## config.mk

```make
export PLATFORM = sky130hd
export DESIGN_NAME = stepper_ramp_reversing_driver_flat
export DESIGN_NICKNAME = d
export VERILOG_FILES = /design/src/design/srrd_pkg.sv /design/src/design/srrd_if.sv /design/src/design/stepper_ramp_reversing_driver.sv /design/src/design/srrd_step.sv /design/src/flat_wrapper.sv
export SDC_FILE = /design/constraint.sdc
export NUM_CORES = 1
export LEC_CHECK = 0
export BUFFER_PORTS_ARGS = -buffer_cell sky130_fd_sc_hd__buf_2
export CAP_MARGIN = 10
export CORE_MARGIN = 2
export CORE_UTILIZATION = 50
export CTS_CLUSTER_SIZE = 16
export DETAILED_ROUTE_END_ITERATION = 10
export GPL_TIMING_DRIVEN = 0
export PLACE_DENSITY_LB_ADDON = 0.15
export SYNTH_ARGS = -nofsm -noshare
export SYNTH_HDL_FRONTEND = slang
export SYNTH_SLANG_ARGS = --single-unit
```

## constraint.sdc

```tcl
create_clock -name clk -period 6.1 [get_ports clk]
set_input_delay 0.305 -clock clk [delete_from_list [all_inputs] [get_ports clk]]
set_output_delay 0.305 -clock clk [all_outputs]
set_load 0.05 [all_outputs]
```

## src/design/srrd_pkg.sv

```systemverilog
package srrd_pkg;

	// Register reset values
	localparam logic [7:0] SLOW_PERIOD_RST = 8'd15;
	localparam logic [7:0] FAST_PERIOD_RST = 8'd2;
	localparam logic [7:0] DWELL_STEPS_RST = 8'd20;

	// Configuration register indexes
	typedef enum logic [1:0] {
		REG_SLOW_PERIOD = 2'd0,
		REG_FAST_PERIOD = 2'd1,
		REG_DWELL_STEPS = 2'd2
	} reg_idx_t;

	// Full-step coil patterns by phase
	localparam logic [3:0] COIL_PH0 = 4'd9;
	localparam logic [3:0] COIL_PH1 = 4'd10;
	localparam logic [3:0] COIL_PH2 = 4'd6;
	localparam logic [3:0] COIL_PH3 = 4'd5;

	typedef struct packed {
		logic [7:0] slow_period;
		logic [7:0] fast_period;
		logic [7:0] dwell_steps;
	} srrd_cfg_t;

	typedef struct packed {
		logic [1:0] phase;
		logic [7:0] ticks;
		logic [7:0] period;
		logic [7:0] dwell;
		logic       dir_rev;
		logic       ramp_up;
		logic       run;
		logic       btn_prev;
		logic [3:0] coil;
	} srrd_state_t;

	function automatic logic [3:0] coil_pattern(input logic [1:0] ph);
		logic [3:0] pat;
		case (ph)
			2'd0:    pat = COIL_PH0;
			2'd1:    pat = COIL_PH1;
			2'd2:    pat = COIL_PH2;
			default: pat = COIL_PH3;
		endcase
		return pat;
	endfunction

	// One phase forward, or one back when reversed
	function automatic logic [1:0] next_phase(input logic [1:0] ph, input logic rev);
		return rev ? ph - 2'd1 : ph + 2'd1;
	endfunction

endpackage

```

## src/design/srrd_if.sv

```systemverilog
interface srrd_req_if;
	logic valid;
	logic ready;
	logic req_type;
	logic button_level;

	modport source (output valid, output req_type, output button_level, input ready);
	modport sink   (input valid, input req_type, input button_level, output ready);
endinterface

interface srrd_res_if;
	logic       valid;
	logic       ready;
	logic [3:0] coil_drive;
	logic       running;
	logic       reverse_dir;
	logic [7:0] step_period;
	logic       accelerating;

	modport source (output valid, output coil_drive, output running, output reverse_dir,
		output step_period, output accelerating, input ready);
	modport sink   (input valid, input coil_drive, input running, input reverse_dir,
		input step_period, input accelerating, output ready);
endinterface

```

## src/design/stepper_ramp_reversing_driver.sv

```systemverilog
// Channel  Dir  Payload                                                  Type
// req_ch   in   req_type, button_level                                   srrd_req_if.sink
// res_ch   out  coil_drive, running, reverse_dir, step_period, accel.    srrd_res_if.source
// cfg      in   cfg_we, cfg_index, cfg_data                              plain write port
//
// One transaction per cycle sustained while res_ch accepts results.
// The input register feeds the step logic, which updates the motor state and loads
// the result register in the same cycle. Results come out one per request, in order.
// A stall on res_ch holds the result register and backs up through the input stage.
// arst_n clears state to the stopped, forward, ramp-up condition at slow period 15.
module stepper_ramp_reversing_driver
	import srrd_pkg::*;
(
	input  logic       clk,
	input  logic       arst_n,
	srrd_req_if.sink   req_ch,
	srrd_res_if.source res_ch,
	input  logic       cfg_we,
	input  logic [1:0] cfg_index,
	input  logic [7:0] cfg_data
);

	srrd_cfg_t   cfg_q;
	srrd_state_t state_q;
	srrd_state_t state_nxt;
	logic        valid_s1;
	logic        req_type_s1;
	logic        button_level_s1;
	logic        out_valid_q;
	logic        advance;

	assign advance      = valid_s1 && (!out_valid_q || res_ch.ready);
	assign req_ch.ready = !valid_s1 || advance;

	// Configuration registers
	always_ff @(posedge clk or negedge arst_n) begin
		if (!arst_n) begin
			cfg_q.slow_period <= SLOW_PERIOD_RST;
			cfg_q.fast_period <= FAST_PERIOD_RST;
			cfg_q.dwell_steps <= DWELL_STEPS_RST;
		end else if (cfg_we) begin
			case (cfg_index)
				REG_SLOW_PERIOD: cfg_q.slow_period <= cfg_data;
				REG_FAST_PERIOD: cfg_q.fast_period <= cfg_data;
				REG_DWELL_STEPS: cfg_q.dwell_steps <= cfg_data;
				default: ;
			endcase
		end
	end

	// Input stage
	always_ff @(posedge clk or negedge arst_n) begin
		if (!arst_n) begin
			valid_s1 <= 1'b0;
		end else if (req_ch.ready) begin
			valid_s1 <= req_ch.valid;
		end
	end

	always_ff @(posedge clk) begin
		if (req_ch.valid && req_ch.ready) begin
			req_type_s1     <= req_ch.req_type;
			button_level_s1 <= req_ch.button_level;
		end
	end

	srrd_step u_step (
		.cfg          (cfg_q),
		.cur          (state_q),
		.req_type     (req_type_s1),
		.button_level (button_level_s1),
		.nxt          (state_nxt)
	);

	// Motor state
	always_ff @(posedge clk or negedge arst_n) begin
		if (!arst_n) begin
			state_q.phase    <= 2'd0;
			state_q.ticks    <= 8'd0;
			state_q.period   <= SLOW_PERIOD_RST;
			state_q.dwell    <= 8'd0;
			state_q.dir_rev  <= 1'b0;
			state_q.ramp_up  <= 1'b1;
			state_q.run      <= 1'b0;
			state_q.btn_prev <= 1'b0;
			state_q.coil     <= 4'd0;
		end else if (advance) begin
			state_q <= state_nxt;
		end
	end

	// Result register
	always_ff @(posedge clk or negedge arst_n) begin
		if (!arst_n) begin
			out_valid_q <= 1'b0;
		end else if (advance) begin
			out_valid_q <= 1'b1;
		end else if (res_ch.ready) begin
			out_valid_q <= 1'b0;
		end
	end

	always_ff @(posedge clk) begin
		if (advance) begin
			res_ch.coil_drive   <= state_nxt.coil;
			res_ch.running      <= state_nxt.run;
			res_ch.reverse_dir  <= state_nxt.dir_rev;
			res_ch.step_period  <= state_nxt.period;
			res_ch.accelerating <= state_nxt.ramp_up;
		end
	end

	assign res_ch.valid = out_valid_q;

endmodule

```

## src/design/srrd_step.sv

```systemverilog
module srrd_step
	import srrd_pkg::*;
(
	input  srrd_cfg_t   cfg,
	input  srrd_state_t cur,
	input  logic        req_type,
	input  logic        button_level,
	output srrd_state_t nxt
);

	logic [7:0] slow_eff;
	logic [7:0] fast_eff;
	logic [7:0] tick_inc;
	logic [7:0] dwell_b;
	logic [1:0] ph1;
	logic [1:0] ph2;
	logic       go_down;

	// Zero period registers act as one
	assign slow_eff = (cfg.slow_period == 8'd0) ? 8'd1 : cfg.slow_period;
	assign fast_eff = (cfg.fast_period == 8'd0) ? 8'd1 : cfg.fast_period;
	assign tick_inc = (cur.ticks == 8'hFF) ? 8'hFF : cur.ticks + 8'd1;
	assign ph1      = next_phase(cur.phase, cur.dir_rev);
	assign ph2      = next_phase(ph1, ~cur.dir_rev);

	always_comb begin
		nxt     = cur;
		go_down = 1'b0;
		dwell_b = cur.dwell;
		if (req_type) begin
			// button rising edge toggles run; stopping blanks the coils and resets direction, ramp and dwell
			if (button_level && !cur.btn_prev) begin
				if (cur.run) begin
					nxt.run     = 1'b0;
					nxt.coil    = 4'd0;
					nxt.dir_rev = 1'b0;
					nxt.ramp_up = 1'b1;
					nxt.dwell   = 8'd0;
				end else begin
					nxt.run = 1'b1;
				end
			end
			nxt.btn_prev = button_level;
		end else if (cur.run) begin
			nxt.ticks = tick_inc;
			if (tick_inc >= cur.period) begin
				nxt.ticks = 8'd0;
				nxt.phase = ph1;
				// ramp up, then dwell, then turn to ramp down
				if (cur.ramp_up) begin
					if (cur.period > fast_eff) begin
						nxt.period = cur.period - 8'd1;
					end else if (cur.dwell < cfg.dwell_steps) begin
						nxt.dwell = cur.dwell + 8'd1;
					end else begin
						go_down     = 1'b1;
						dwell_b     = 8'd0;
						nxt.ramp_up = 1'b0;
						nxt.dwell   = 8'd0;
					end
				end else begin
					go_down = 1'b1;
				end
				// ramp down, reversing at the slow period
				if (go_down) begin
					if (cur.period < slow_eff) begin
						nxt.period = cur.period + 8'd1;
					end else begin
						nxt.dir_rev = ~cur.dir_rev;
						nxt.phase   = ph2;
						nxt.period  = slow_eff;
						nxt.ramp_up = 1'b1;
						nxt.dwell   = dwell_b;
						// the reversal step also takes one ramp-up step
						if (slow_eff > fast_eff) begin
							nxt.period = slow_eff - 8'd1;
						end else if (dwell_b < cfg.dwell_steps) begin
							nxt.dwell = dwell_b + 8'd1;
						end else begin
							nxt.ramp_up = 1'b0;
							nxt.dwell   = 8'd0;
						end
					end
				end
				nxt.coil = coil_pattern(nxt.phase);
			end
		end
	end

endmodule

```

## src/flat_wrapper.sv

```systemverilog
// flat-port wrapper written by rule: the top's interface ports become plain ports
module stepper_ramp_reversing_driver_flat import srrd_pkg::*;
  (clk, arst_n, cfg_we, cfg_index, cfg_data, req_ch_valid, req_ch_req_type, req_ch_button_level, req_ch_ready, res_ch_valid, res_ch_coil_drive, res_ch_running, res_ch_reverse_dir, res_ch_step_period, res_ch_accelerating, res_ch_ready);
  srrd_req_if req_ch_i ();
  srrd_res_if res_ch_i ();
  input  logic clk;
  input  logic arst_n;
  input  logic cfg_we;
  input  logic [1:0] cfg_index;
  input  logic [7:0] cfg_data;
  input wire logic [$bits(req_ch_i.valid)-1:0] req_ch_valid;
  input wire logic [$bits(req_ch_i.req_type)-1:0] req_ch_req_type;
  input wire logic [$bits(req_ch_i.button_level)-1:0] req_ch_button_level;
  output wire logic [$bits(req_ch_i.ready)-1:0] req_ch_ready;
  output wire logic [$bits(res_ch_i.valid)-1:0] res_ch_valid;
  output wire logic [$bits(res_ch_i.coil_drive)-1:0] res_ch_coil_drive;
  output wire logic [$bits(res_ch_i.running)-1:0] res_ch_running;
  output wire logic [$bits(res_ch_i.reverse_dir)-1:0] res_ch_reverse_dir;
  output wire logic [$bits(res_ch_i.step_period)-1:0] res_ch_step_period;
  output wire logic [$bits(res_ch_i.accelerating)-1:0] res_ch_accelerating;
  input wire logic [$bits(res_ch_i.ready)-1:0] res_ch_ready;
  assign req_ch_i.valid = req_ch_valid;
  assign req_ch_i.req_type = req_ch_req_type;
  assign req_ch_i.button_level = req_ch_button_level;
  assign req_ch_ready = req_ch_i.ready;
  assign res_ch_valid = res_ch_i.valid;
  assign res_ch_coil_drive = res_ch_i.coil_drive;
  assign res_ch_running = res_ch_i.running;
  assign res_ch_reverse_dir = res_ch_i.reverse_dir;
  assign res_ch_step_period = res_ch_i.step_period;
  assign res_ch_accelerating = res_ch_i.accelerating;
  assign res_ch_i.ready = res_ch_ready;
  stepper_ramp_reversing_driver u_core (.clk(clk), .arst_n(arst_n), .req_ch(req_ch_i), .res_ch(res_ch_i), .cfg_we(cfg_we), .cfg_index(cfg_index), .cfg_data(cfg_data));
endmodule
```

[After elaboration in Yosys (flattened, before gate mapping)]
Cells that the tools add are included.
Cells by class
  mux-type cells: 53
  order comparisons: 6
  add/sub/neg operators: 10
  reduce and logical (&&, ||, !) cells: 21
  bitwise logic cells: 2
  equal/unequal tests: 6
Operator list (number)
  2-to-1 mux 8 bit: 17
  2-to-1 mux 18 bit: 2
  adder 8 x 1 -> 8 bit (second input constant): 4
  2-to-1 mux 10 bit: 3
  2-to-1 mux 26 bit: 1
  less-than comparator 8 bit: 3
  2-to-1 mux 4 bit: 5
  greater-than comparator 8 bit: 2
  zero test 8 bit: 2
  2-to-1 mux 16 bit: 1
  2-to-1 mux 2 bit: 8
  subtractor 8 x 1 -> 8 bit (second input constant): 2
  2-to-1 mux 1 bit: 14
  one-hot mux 4 bit (3 select lines): 1
  2-to-1 mux 11 bit: 1
  == test 8 bit (second input constant): 1
  >= comparator 8 bit: 1
  AND reduction 2 bit: 4
  AND reduction 4 bit: 2
  adder 2 x 1 -> 2 bit (second input constant): 2
  == test 2 x 1 -> 1 bit (second input constant): 2
  == test 2 bit (second input constant): 2
  zero test 2 bit: 2
  nonzero test 2 bit: 2
  other kinds (7): 14
Storage, ports and cells
  word-level logic and storage cells: 119
  output and inout bits: 17
  flip-flop bits (word level): 77
  input port bits: 17

[Logic depth before layout (Yosys ltp)]
  word-level depth: 17
  gate-level depth with buffers: 18
  gate-level depth less buffers: 16

[Modules after synthesis]
A second synthesis with hierarchy kept.
Unflattened totals
  cell total of the unflattened synthesis: 622
  area, all modules: 5974.5 um^2
By module, submodules not included
  srrd_step: area an instance 3176.8 um^2, cells each 474, times used 1
  stepper_ramp_reversing_driver: area an instance 2797.7 um^2, cells each 148, times used 1

[Least setup slack after synthesis]
OpenSTA, ideal clock, no wires.
  path type: flip-flop to flip-flop
  from: register u_core.cfg_q[9] in the netlist's numbering
  to: register u_core.state_q[13] in the netlist's numbering
  clock period less this slack: 4.121 ns
  cell stages (with the launch flop): 19
  arrival: 3.995 ns
  path buffers: 2
  path slack: 1.979 ns
  path through: dfstp_2 inv_1 a41o_1 ha_1 and4_1 nand2_1 and2_1 clkbuf_1 nor4_4 nor2b_1 ha_1 o21a_1 nor2_1 a2111oi_0 or2_2 clkbuf_1 nand2_1 a221o_1 a221o_1
Between the ends
  cells in the longest elaborated chain, start to end: 16
  elaborated cells on any way between the ends: 25
  those cells by class: add/sub: 1; order compare: 3; mux: 20; reduce/logical: 1
Ends and longest elaborated chain
  start: declaration: line stepper_ramp_reversing_driver.sv:23  | srrd_cfg_t cfg_q;
  zero test 8 bit: line srrd_step.sv:21  | assign fast_eff = (cfg.fast_period == 8'd0) ? 8'd1 : cfg.fast_period;
  2-to-1 mux 8 bit (*): line srrd_step.sv:21
  greater-than comparator 8 bit: line srrd_step.sv:51  | if (cur.period > fast_eff) begin
  2-to-1 mux 8 bit: line srrd_step.sv:51
  2-to-1 mux 8 bit: line srrd_step.sv:50  | if (cur.ramp_up) begin
  2-to-1 mux 8 bit: line srrd_step.sv:46  | if (tick_inc >= cur.period) begin
  2-to-1 mux 8 bit: line srrd_step.sv:44  | end else if (cur.run) begin
  2-to-1 mux 8 bit: line srrd_step.sv:30  | if (req_type) begin
  adder 8 x 1 -> 8 bit or less-than comparator 8 bit (tied branches): line srrd_step.sv:78, srrd_step.sv:77
  2-to-1 mux 8 bit: line srrd_step.sv:77  | end else if (dwell_b < cfg.dwell_steps) begin
  2-to-1 mux 8 bit: line srrd_step.sv:75  | if (slow_eff > fast_eff) begin
  2-to-1 mux 10 bit: line srrd_step.sv:66  | if (cur.period < slow_eff) begin
  2-to-1 mux 18 bit (*): line srrd_step.sv:65  | if (go_down) begin
  2-to-1 mux 26 bit (*): line srrd_step.sv:46
  2-to-1 mux 18 bit (*): line srrd_step.sv:44
  2-to-1 mux 10 bit (*): line srrd_step.sv:30
  end signal: assignment: line stepper_ramp_reversing_driver.sv:88  | state_q <= state_nxt;
  end: declaration: line stepper_ramp_reversing_driver.sv:24  | srrd_state_t state_q;
Every way passes the cells marked *; elsewhere a longest branch is shown, timed or not. The select of a mux whose other input is x is not followed.
A chain may end at the register's enable or synchronous reset.

[Worst setup path in the final report]
  from: register u_core.cfg_q[14] in the netlist's numbering
  to: register u_core.state_q[13] in the netlist's numbering
The elaborated chain is that of the path after synthesis.

==> results.yml <==
synthesis:
  synth_fp_nets: 709
  synth_cells: 637
  yosys.cell_count.top_type: "nand2_1"
  synthTopCellsByArea: "dfrtp_1 (21%), ha_1 (12%), edfxtp_1 (8.7%)"
  synth_cell_types: 75
  synth_xor_area_frac: 0.0254
  ys_ff_latch: 77
  synthTopCellsByCount: "nand2_1 (74), ha_1 (55), dfrtp_1 (48), inv_1 (43), o21ai_0 (41)"
  synth_seq_area_share: 0.346
  synth_top_family_by_area: "compound AO/OA/AOI/OAI gates"
  synth_simple_gate_area_frac: 0.197
  synth_enable_flop_cells: 17
  yosys.area.top_type: "dfrtp_1"
  synth-main-ff-cell: "dfrtp_1"
  yosys_warnings: 0
  yosysTopAreaCellShare: 0.205
  synth_compound_area_frac: 0.208
  syn_area_per_cell_um2: 9.19
  async_reset_ff_frac: 0.779
  synthesis.area_mm2: 0.00585
  synth_fa_ha_area_frac: 0.118
  synthMuxAreaShare: 0.0571
sta:
  max_freq_ghz: 0.206
  fin_ws_ns: 1.26
  rsz0062_at_grt: "no"
  hold_viol_final: 0
  skew_ns: 0.00828
  worst_pin_slew_ns: 0.964
  setup_viol: 0
  tns_ns: 0
  fin_crit_ns: 4.84
  period_share: 0.794
  slew_headroom: 0.349
  slew_viol_final: 0
global_route:
  antenna_found_initial: 0
  grt_use_total: 0.249
  grtUsageMet1: 0.323
  grt-busiest-layer: "met2"
  grt_start_max_net_pins: 40
  grt_overflow: 0
  grt_pass1_wl_mm: 25.2
  use_met3: 0.0383
  grtUsageMet2: 0.411
  grt_pass1_vias: 5057
layout:
  final_cell_count_no_fill: 831
  fin_nets: 755
  final_layout_size_suffix_gt1_frac: 0.163
  final_area_mm2: 0.00650
  antenna_cells: 0
  syn_to_final_growth_pct: 11.1
job:
  max_cap_viol_count: 0
power_and_ir_drop:
  p_per_area_mw_per_mm2: 261
  power.internal_mw: 1.07
  clockPowerShare: 0.298
  p_leak_nw: 2.80
  power_frac_seq: 0.381
  p_sw_frac: 0.367
  p_comb_frac: 0.321
  switchingPower_mw: 0.622
  irDropWorstVdd_mv: 0.188
clocking:
  clkTransAtPathRegs_ns: 0.07
  cts-root-buf: "clkbuf_16"
  cts_max_level: 3
  cts.sinks: 77
  post-cts-setup-buffers: 0
  cts_buffer_depth: 2
  insertion_delay_ns: 0.35
  hold_buffers: 1
  cts_resized: 0
  cts_made_buffers: 9
  cts_tree: "yes"
drt:
  ant_nets: 0
  vias: 5070
  routedWlPerCell_um: 18.1
  via_per_inst: 6.10
  drtPass1Iterations: 5
  drt_iter0_drc: 322
  drc_errors: 0
  wirelength_mm: 15.0
critical_path:
  cp-start-kind: "flop"
  path_class: "flop to flop"
  arrival_ns: 5.08
  reg2reg_slack_ns: 1.26
  crit_fanout: 9
  rr_worst_depth: 18
  rr_startpoint: "u_core.cfg_q[14]"
  cp_data_required_time_ns: 6.34
  r2r-end: "u_core.state_q[13]"
  crit_path_end_kind: "flop"
die:
  core_mm2: 0.0114
  initial_core_util: 0.512
  die_area_mm2: 0.0126
  num_io_pins: 34
  die_h_um: 112
  die_w_um: 112
  rows: 39
placement:
  place_ws_ns: 1.34
  place_congestion: 0.874
  dp_cells: 814
  io_buffers: 33
  hpwl_mm: 11.4
  placed_cell_area_mm2: 0.00622
min_path:
  hp-class: "input pin to flop"
  hp-start: "req_ch_button_level"
  hold_end: "u_core.button_level_s1"
  timing.hold.worst_path_depth: 1
outcome:
  status: "complete, no violations"
## critical path, cell delays in order, from the launching register on
cell	delay, ns
dfrtp_1	0.41
nor4_1	0.38
a41o_1	0.26
ha_1	0.13
and4_1	0.20
nand2_1	0.06
and2_1	0.13
clkbuf_1	0.23
nor4_4	0.59
nor2b_1	0.19
ha_1	0.32
o21a_1	0.11
nor2_1	0.04
a2111oi_0	0.32
or2_2	0.17
clkbuf_1	0.31
nand2_1	0.19
a221o_1	0.35
a221o_1	0.34
## worst max path at each step
stage | start | endpoint | slack (ns) | cells after the start
final | u_core.cfg_q[14] | u_core.state_q[13] | 1.26 | 18
after global routing | u_core.cfg_q[14] | u_core.state_q[13] | 0.86 | 18
after CTS | u_core.cfg_q[14] | u_core.state_q[13] | 1.30 | 18
after detailed placement | u_core.cfg_q[14] | u_core.state_q[13] | 1.34 | 18
after global placement | u_core.cfg_q[14] | u_core.state_q[13] | 1.31 | 18
after floorplan | u_core.cfg_q[9] | u_core.state_q[13] | 1.98 | 18
## power groups by stage
stage / sequential (mW) / combinational, mW / clock, mW
2_1_floorplan: 0.668 / 0.378 / 0
3_3_place_gp: 0.651 / 0.522 / 0
3_5_place_dp: 0.654 / 0.537 / 0
4_1_cts: 0.645 / 0.542 / 0.515
5_1_grt: 0.653 / 0.614 / 0.535
6_report: 0.645 / 0.544 / 0.505
## layer usage
metal | wire length (µm) | part of all wire
met2 | 7240 | 0.48
met4 | 344 | 0.023
met1 | 6760 | 0.45
met5 | 0 | 0
met3 | 684 | 0.046
## logic make-up (layout without fill, tap and decap cells)
logic type,count (synthesis),after routing
buffers and inverters,70,121
adder cells (fa/ha/maj),55,55
XOR/XNOR,17,17
AND/OR/NAND/NOR,222,222
AO/OA/AOI/OAI,166,166
flip-flops,77,77
multiplexers,30,30
## sequential cells by signal, summed over array words and instances (netlist names)
name / flops
u_core.req_type_s1: 1
u_core.valid_s1: 1
u_core.res_ch.accelerating: 1
u_core.button_level_s1: 1
u_core.state_q: 34
u_core.res_ch.coil_drive: 4
u_core.res_ch.valid: 1
u_core.res_ch.step_period: 8
u_core.cfg_q: 24
u_core.res_ch.running: 1
u_core.res_ch.reverse_dir: 1
## per-stage QoR
stage / util / hold WS, ns / total power, mW
detailed placement: 0.544 / 0.333 / 1.19
floorplan: - / 0.00941 / 1.05
finish: 0.569 / 0.133 / 1.69
global placement: 0.543 / 0.480 / 1.17
CTS: 0.569 / 0.125 / 1.70
global route: 0.569 / 0.124 / 1.80
## placed cells by master, fill, tap and decap left out, drive strengths merged, types with 4 or more instances in the layout
cell	netlist	layout
a221o	8	8
nor4	7	7
nand3	19	19
o31ai	9	9
nor3	16	16
a21o	5	5
nor2b	12	12
nand4	7	7
a21oi	33	33
and3	8	8
o21ai	43	43
dfrtp	48	48
a211o	4	4
inv	43	44
clkbuf	18	27
nand2	74	74
a211oi	8	8
nor2	36	36
xnor2	15	15
edfxtp	17	17
mux2	27	27
nand2b	10	10
buf	9	43
ha	55	55
nand3b	5	5
o211ai	10	10
dfstp	12	12
clkinvlp	0	4
and2	11	11
## final cells by class
cell class	count	area [µm²]
buffer	27	123
clock buffer	9	225
clock inverter	7	51.3
fill	1043	4920
inverter	43	161
multi-input combinational	490	3540
sequential	77	2030
tap	143	179
timing repair buffer	35	195
(Power assumes the default switching activity.)
